===== config.mk =====
export PLATFORM = sky130hd
export DESIGN_NAME = vsld_ctrl
export DESIGN_NICKNAME = d
export VERILOG_FILES = /design/src/hdl/voxel_segment_length_density_core_defines.svh /design/src/hdl/vsld_pkg.sv /design/src/hdl/vsld_ctrl.sv
export SDC_FILE = /design/constraint.sdc
export NUM_CORES = 1
export LEC_CHECK = 0
export BUFFER_PORTS_ARGS = -buffer_cell sky130_fd_sc_hd__buf_2
export CORE_AREA = 2 2 39 41
export DETAILED_ROUTE_END_ITERATION = 8
export DIE_AREA = 0 0 41 43
export PLACE_DENSITY = 0.65
export SYNTH_ARGS = -nofsm -noshare
export SYNTH_HDL_FRONTEND = slang
export SYNTH_SLANG_ARGS = --single-unit
export TNS_END_PERCENT = 10

===== constraint.sdc =====
create_clock -name clk -period 1.7 [get_ports clk]
set_input_delay 0.085 -clock clk [delete_from_list [all_inputs] [get_ports clk]]
set_output_delay 0.085 -clock clk [all_outputs]
set_load 0.02 [all_outputs]

===== src/hdl/voxel_segment_length_density_core_defines.svh =====
// assertion macros shared by the voxel segment length density block
`ifndef VOXEL_SEGMENT_LENGTH_DENSITY_CORE_DEFINES_SVH
`define VOXEL_SEGMENT_LENGTH_DENSITY_CORE_DEFINES_SVH
`ifndef ASSERT_OFF
`define VSLD_ASSERT_IMP(lbl, clk, rst, a, c) \
  lbl: assert property (@(posedge clk) disable iff (rst) (a) |-> (c)) \
    else $error("assertion failed");
`define VSLD_ASSERT_NXT(lbl, clk, rst, a, c) \
  lbl: assert property (@(posedge clk) disable iff (rst) (a) |=> (c)) \
    else $error("assertion failed");
`else
`define VSLD_ASSERT_IMP(lbl, clk, rst, a, c)
`define VSLD_ASSERT_NXT(lbl, clk, rst, a, c)
`endif
`endif


===== src/hdl/vsld_pkg.sv =====
// shared types and constants of the voxel segment length density block
`default_nettype none
package vsld_pkg;
  localparam int FRAC_BITS_DEF = 16;
  localparam int COORD_W = 32;
  localparam int SIZE_W = 31;
  localparam int SUM_W = 47;
  localparam int DENS_W = 32;
  localparam int T_BITS = 30;
  localparam logic [SIZE_W-1:0] VOXEL_SIZE_RESET = SIZE_W'(65536);

  typedef enum logic [3:0] {
    S_IDLE, S_DISPATCH, S_AXIS, S_DIVE, S_DIVX, S_CHECK,
    S_SQRT, S_ACC, S_DENS, S_DRUN, S_OUT
  } state_t;

  typedef enum logic [1:0] {
    DIV_ENTRY, DIV_EXIT, DIV_DENS_FIRST, DIV_DENS_NEXT
  } div_sel_t;

  typedef struct packed {
    logic     load;
    logic     axis;
    logic     axis_inc;
    logic     div_start;
    div_sel_t div_sel;
    logic     take_entry;
    logic     take_exit;
    logic     sq_add;
    logic     sqrt_start;
    logic     lmul;
    logic     acc;
    logic     out_load;
  } cmd_t;

  typedef struct packed {
    logic seg_valid;
    logic last;
    logic ax_last;
    logic div_busy;
    logic sqrt_busy;
    logic empty;
    logic pass_last;
    logic out_full;
  } status_t;
endpackage
`default_nettype wire


===== src/hdl/vsld_ctrl.sv =====
// sequencer for clipping, length and density steps
`default_nettype none
module vsld_ctrl (
  input  wire logic              clk,
  input  wire logic              rst,
  input  wire logic              in_valid,
  output logic                   in_ready,
  input  wire vsld_pkg::status_t status,
  output vsld_pkg::cmd_t         cmd
);
  import vsld_pkg::*;

  state_t state, state_next;

  always_ff @(posedge clk) begin
    if (rst) state <= S_IDLE;
    else state <= state_next;
  end

  always_comb begin
    state_next = state;
    unique case (state)
      S_IDLE:     if (in_valid) state_next = S_DISPATCH;
      S_DISPATCH: begin
        if (status.seg_valid) state_next = S_AXIS;
        else if (status.last) state_next = S_DENS;
        else state_next = S_IDLE;
      end
      S_AXIS:     state_next = S_DIVE;
      S_DIVE:     if (!status.div_busy) state_next = S_DIVX;
      S_DIVX: begin
        if (!status.div_busy) state_next = status.ax_last ? S_CHECK : S_AXIS;
      end
      S_CHECK: begin
        if (!status.empty) state_next = S_SQRT;
        else if (status.last) state_next = S_DENS;
        else state_next = S_IDLE;
      end
      S_SQRT:     if (!status.sqrt_busy) state_next = S_ACC;
      S_ACC:      state_next = status.last ? S_DENS : S_IDLE;
      S_DENS:     state_next = S_DRUN;
      S_DRUN:     if (!status.div_busy && status.pass_last) state_next = S_OUT;
      S_OUT:      if (!status.out_full) state_next = S_IDLE;
      default:    state_next = S_IDLE;
    endcase
  end

  always_comb begin
    cmd = '0;
    in_ready = 1'b0;
    unique case (state)
      S_IDLE: begin
        in_ready = 1'b1;
        cmd.load = in_valid;
      end
      S_DISPATCH: ;
      S_AXIS: begin
        cmd.axis = 1'b1;
        cmd.div_start = 1'b1;
        cmd.div_sel = DIV_ENTRY;
      end
      S_DIVE: begin
        if (!status.div_busy) begin
          cmd.take_entry = 1'b1;
          cmd.div_start = 1'b1;
          cmd.div_sel = DIV_EXIT;
        end
      end
      S_DIVX: begin
        if (!status.div_busy) begin
          cmd.take_exit = 1'b1;
          cmd.sq_add = 1'b1;
          cmd.axis_inc = !status.ax_last;
        end
      end
      S_CHECK:  cmd.sqrt_start = !status.empty;
      S_SQRT:   cmd.lmul = !status.sqrt_busy;
      S_ACC:    cmd.acc = 1'b1;
      S_DENS: begin
        cmd.div_start = 1'b1;
        cmd.div_sel = DIV_DENS_FIRST;
      end
      S_DRUN: begin
        if (!status.div_busy && !status.pass_last) begin
          cmd.div_start = 1'b1;
          cmd.div_sel = DIV_DENS_NEXT;
        end
      end
      S_OUT:    cmd.out_load = !status.out_full;
      default: ;
    endcase
  end
endmodule
`default_nettype wire


==> impl_metrics.json <==
{
  "detail_route.wl_per_cell_um": 12.4,
  "post-route-min-period_ns": 1.59,
  "postSynthCellCount": 72,
  "timing.hold.worst.class": "in2reg",
  "synth-seq-area-share_pct": 15.8,
  "crit_fanout": 10,
  "dieHeight_um": 43,
  "port_buffers": 24,
  "max_slew.worst_pin.slew_ns": 0.285,
  "tritoncts": "yes",
  "max_cap_viols": 0,
  "totalWireLength_mm": 1.41,
  "netlist.top_cell.by_area": "sky130_fd_sc_hd__dfxtp_1",
  "syn_to_final_growth_pct": 36.7,
  "syn_nets": 83,
  "final_setup_violation_count": 0,
  "cell_chosen_for_the_clock_root": "sky130_fd_sc_hd__clkbuf_4",
  "cts_post_setup_buffers_inserted": 0,
  "warnings_synthesis": 0,
  "ys_top_cells_by_area": "sky130_fd_sc_hd__dfxtp_1 16%, sky130_fd_sc_hd__nor3_1 6.9%, sky130_fd_sc_hd__nor2_1 5.2%",
  "initial_antenna_violation_count": 0,
  "clk_path_buf_depth": 2,
  "die_w_um": 41,
  "powerDensity_mw_per_mm2": 775,
  "mean_instance_size_in_the_synthesized_netlist_um2": 7.06,
  "grt_pass1_vias": 551,
  "layout_worst_path_cycle_share_pct": 93.5,
  "cts.clk_slew.worst_paths_ns": 0.04,
  "outcome": "completed",
  "groute.usage.overall_pct": 17.5,
  "core_region_area_mm2": 0.00138,
  "fp.dieArea_mm2": 0.00176,
  "detail_route.drc_violations": 0,
  "place_hpwl_mm": 1.13,
  "timing.setup.critical_path_class": "reg2out",
  "antenna-diode-count": 0,
  "numClockSinks": 4,
  "p_leak_nw": 0.342,
  "cts_hold_buf": 0,
  "route.vias.total": 626,
  "max_freq_mhz": 629,
  "largest_registers": "state (4)",
  "start_util_pct": 36.7,
  "grt_first_pass_wirelength_mm": 2.20,
  "count_of_pins_on_the_block_boundary": 25,
  "stdcell_area_um2": 694,
  "h-tree-depth": 1,
  "grt.overflow.total": 0,
  "post_route_total_power_mw": 0.539,
  "place.gp.congestion": 0.859,
  "hold_viol": 0,
  "count_of_unique_library_cells_instantiated_by_yosys": 33,
  "commonest_cells_after_routing_fill_and_taps_aside": "24 x sky130_fd_sc_hd__buf_2, 7 x sky130_fd_sc_hd__nor2_1, 6 x sky130_fd_sc_hd__nor3_1, 6 x sky130_fd_sc_hd__buf_4",
  "cts-buffers-inserted": 3,
  "fillCellCount": 153,
  "worst_ep_required_time_ns": 1.62,
  "clock_skew_ns": 0.00345,
  "top_register": "state",
  "netlist.area_leader.share_pct": 15.8,
  "fin_worst_hold_slack_ns": 0.0452,
  "critical_path.startpoint_type": "flip-flop",
  "via_per_instance_ratio": 5.49,
  "irDropWorstVdd_mv": 0.411,
  "post_route_cells_drive_above_1_share_pct": 44.9,
  "worst_ep_arrival_time_ns": 1.50,
  "drt_first_iter_violations": 25,
  "final_nets": 111,
  "critPathCaptureType": "output pin",
  "grt_setup_unrepaired": "false",
  "initial_drt_pass_iterations": 4,
  "grt_start_max_net_pins": 11,
  "final_common_cell": "sky130_fd_sc_hd__buf_2",
  "synth_area_um2": 508,
  "clk_latency_ns": 0.24,
  "synth-seq-cells": 4,
  "largest_reg_flops": 4,
  "relSlewSlack_pct": 80.8,
  "fp-row-count": 14,
  "final_antenna_net_count": 0,
  "slew_violations": 0,
  "placed_cell_area_um2": 658
}
[worst max-delay path: stages (launching register included)]
cell and delay, ns:
sky130_fd_sc_hd__dfxtp_4 0.36, sky130_fd_sc_hd__buf_4 0.16, sky130_fd_sc_hd__nor2b_1 0.13, sky130_fd_sc_hd__nand2_1 0.08, sky130_fd_sc_hd__nor3_2 0.04, sky130_fd_sc_hd__or3_1 0.33, sky130_fd_sc_hd__buf_2 0.16
[final timing paths]
kind	from	end	slack [ns]	cells past startpoint
hold / removal	rst	state[0]$_SDFFE_PP0P_	0.05	2
setup reg to reg	state[1]$_SDFFE_PP0P_	state[0]$_SDFFE_PP0P_	0.17	5
hold reg to reg	state[0]$_SDFFE_PP0P_	state[0]$_SDFFE_PP0P_	0.53	2
setup / recovery	state[0]$_SDFFE_PP0P_	cmd[9]	0.11	6
[what timing repair did]
| item | CTS | global route |
|---|---|---|
| endpoints found under the setup margin | 1 | 4 |
| endpoints found under the hold margin | 0 | 0 |
| gates resized for setup | 1 | 5 |
| gates cloned | 0 | 0 |
[metrics by stage]
step / setup slack, ns / std cells / utilization (%) / TNS [ns]
floorplan: -0.110 / 72 / - / -0.110
detailed placement: 0.0860 / 111 / 47.6 / 0
finish: 0.111 / 114 / 50.2 / 0
global placement: 0.121 / 111 / 47.6 / 0
global route: 0.0111 / 114 / 50.2 / 0
CTS: 0.00971 / 114 / 49.3 / 0
[synthesized netlist by cell type]
library cell,instances
sky130_fd_sc_hd__a2bb2oi_2,1
sky130_fd_sc_hd__nand2_1,4
sky130_fd_sc_hd__nor2_1,7
sky130_fd_sc_hd__o211ai_2,2
sky130_fd_sc_hd__a31oi_1,1
sky130_fd_sc_hd__buf_2,3
sky130_fd_sc_hd__buf_6,1
sky130_fd_sc_hd__or3_1,4
sky130_fd_sc_hd__a21oi_2,1
sky130_fd_sc_hd__clkbuf_1,2
sky130_fd_sc_hd__and2_1,2
sky130_fd_sc_hd__or2b_1,1
sky130_fd_sc_hd__o21ai_2,1
sky130_fd_sc_hd__inv_1,3
sky130_fd_sc_hd__o21a_1,1
sky130_fd_sc_hd__mux2_2,1
sky130_fd_sc_hd__o21ai_0,3
sky130_fd_sc_hd__a32o_1,1
sky130_fd_sc_hd__and3_1,2
sky130_fd_sc_hd__and4_1,2
sky130_fd_sc_hd__nor3_1,7
sky130_fd_sc_hd__buf_4,1
sky130_fd_sc_hd__mux2i_1,1
sky130_fd_sc_hd__o31ai_1,1
sky130_fd_sc_hd__a21oi_1,3
sky130_fd_sc_hd__nor2b_1,2
sky130_fd_sc_hd__o211ai_1,1
sky130_fd_sc_hd__a21o_1,1
sky130_fd_sc_hd__and3b_1,1
sky130_fd_sc_hd__nor3b_1,3
sky130_fd_sc_hd__dfxtp_1,4
sky130_fd_sc_hd__nand2b_1,2
sky130_fd_sc_hd__nor4_1,2
[kinds of logic (layout without fill, tap and decap cells)]
logic type / after synthesis / after routing / share of synthesized area, %
AOI/OAI and AO/OA: 17 / 17 / 26.4
buffers and inverters: 10 / 36 / 10.3
DFF: 4 / 4 / 15.8
muxes: 2 / 2 / 4.19
and+or+nand+nor: 39 / 39 / 43.3
[final cells by class]
cell class	instances	area (µm²)	area share, %
Timing Repair Buffer	30	165	23.8
Sequential cell	4	88.8	12.8
Clock buffer	3	22.5	3.24
Tap cell	16	20.0	2.88
Inverter	3	11.3	1.62
Multi-Input combinational cell	58	387	55.7
[per-layer routing]
layer	up-vias	part of all wire, %	GRT usage, %
met1	289	43	22.1
met3	2	5.8	1.57
met5	-	0	0
met2	21	50	29.1
li1	314	-	-
met4	0	0.57	6.00
[where the power goes]
part / switching, mW / total [mW] / internal (mW)
logic: 0.158 / 0.281 / 0.123
registers: 0.0261 / 0.135 / 0.109
clock network: 0.0428 / 0.122 / 0.0792
total: 0.227 / 0.539 / 0.312
No activity file was read; power rests on OpenSTA's default activity.
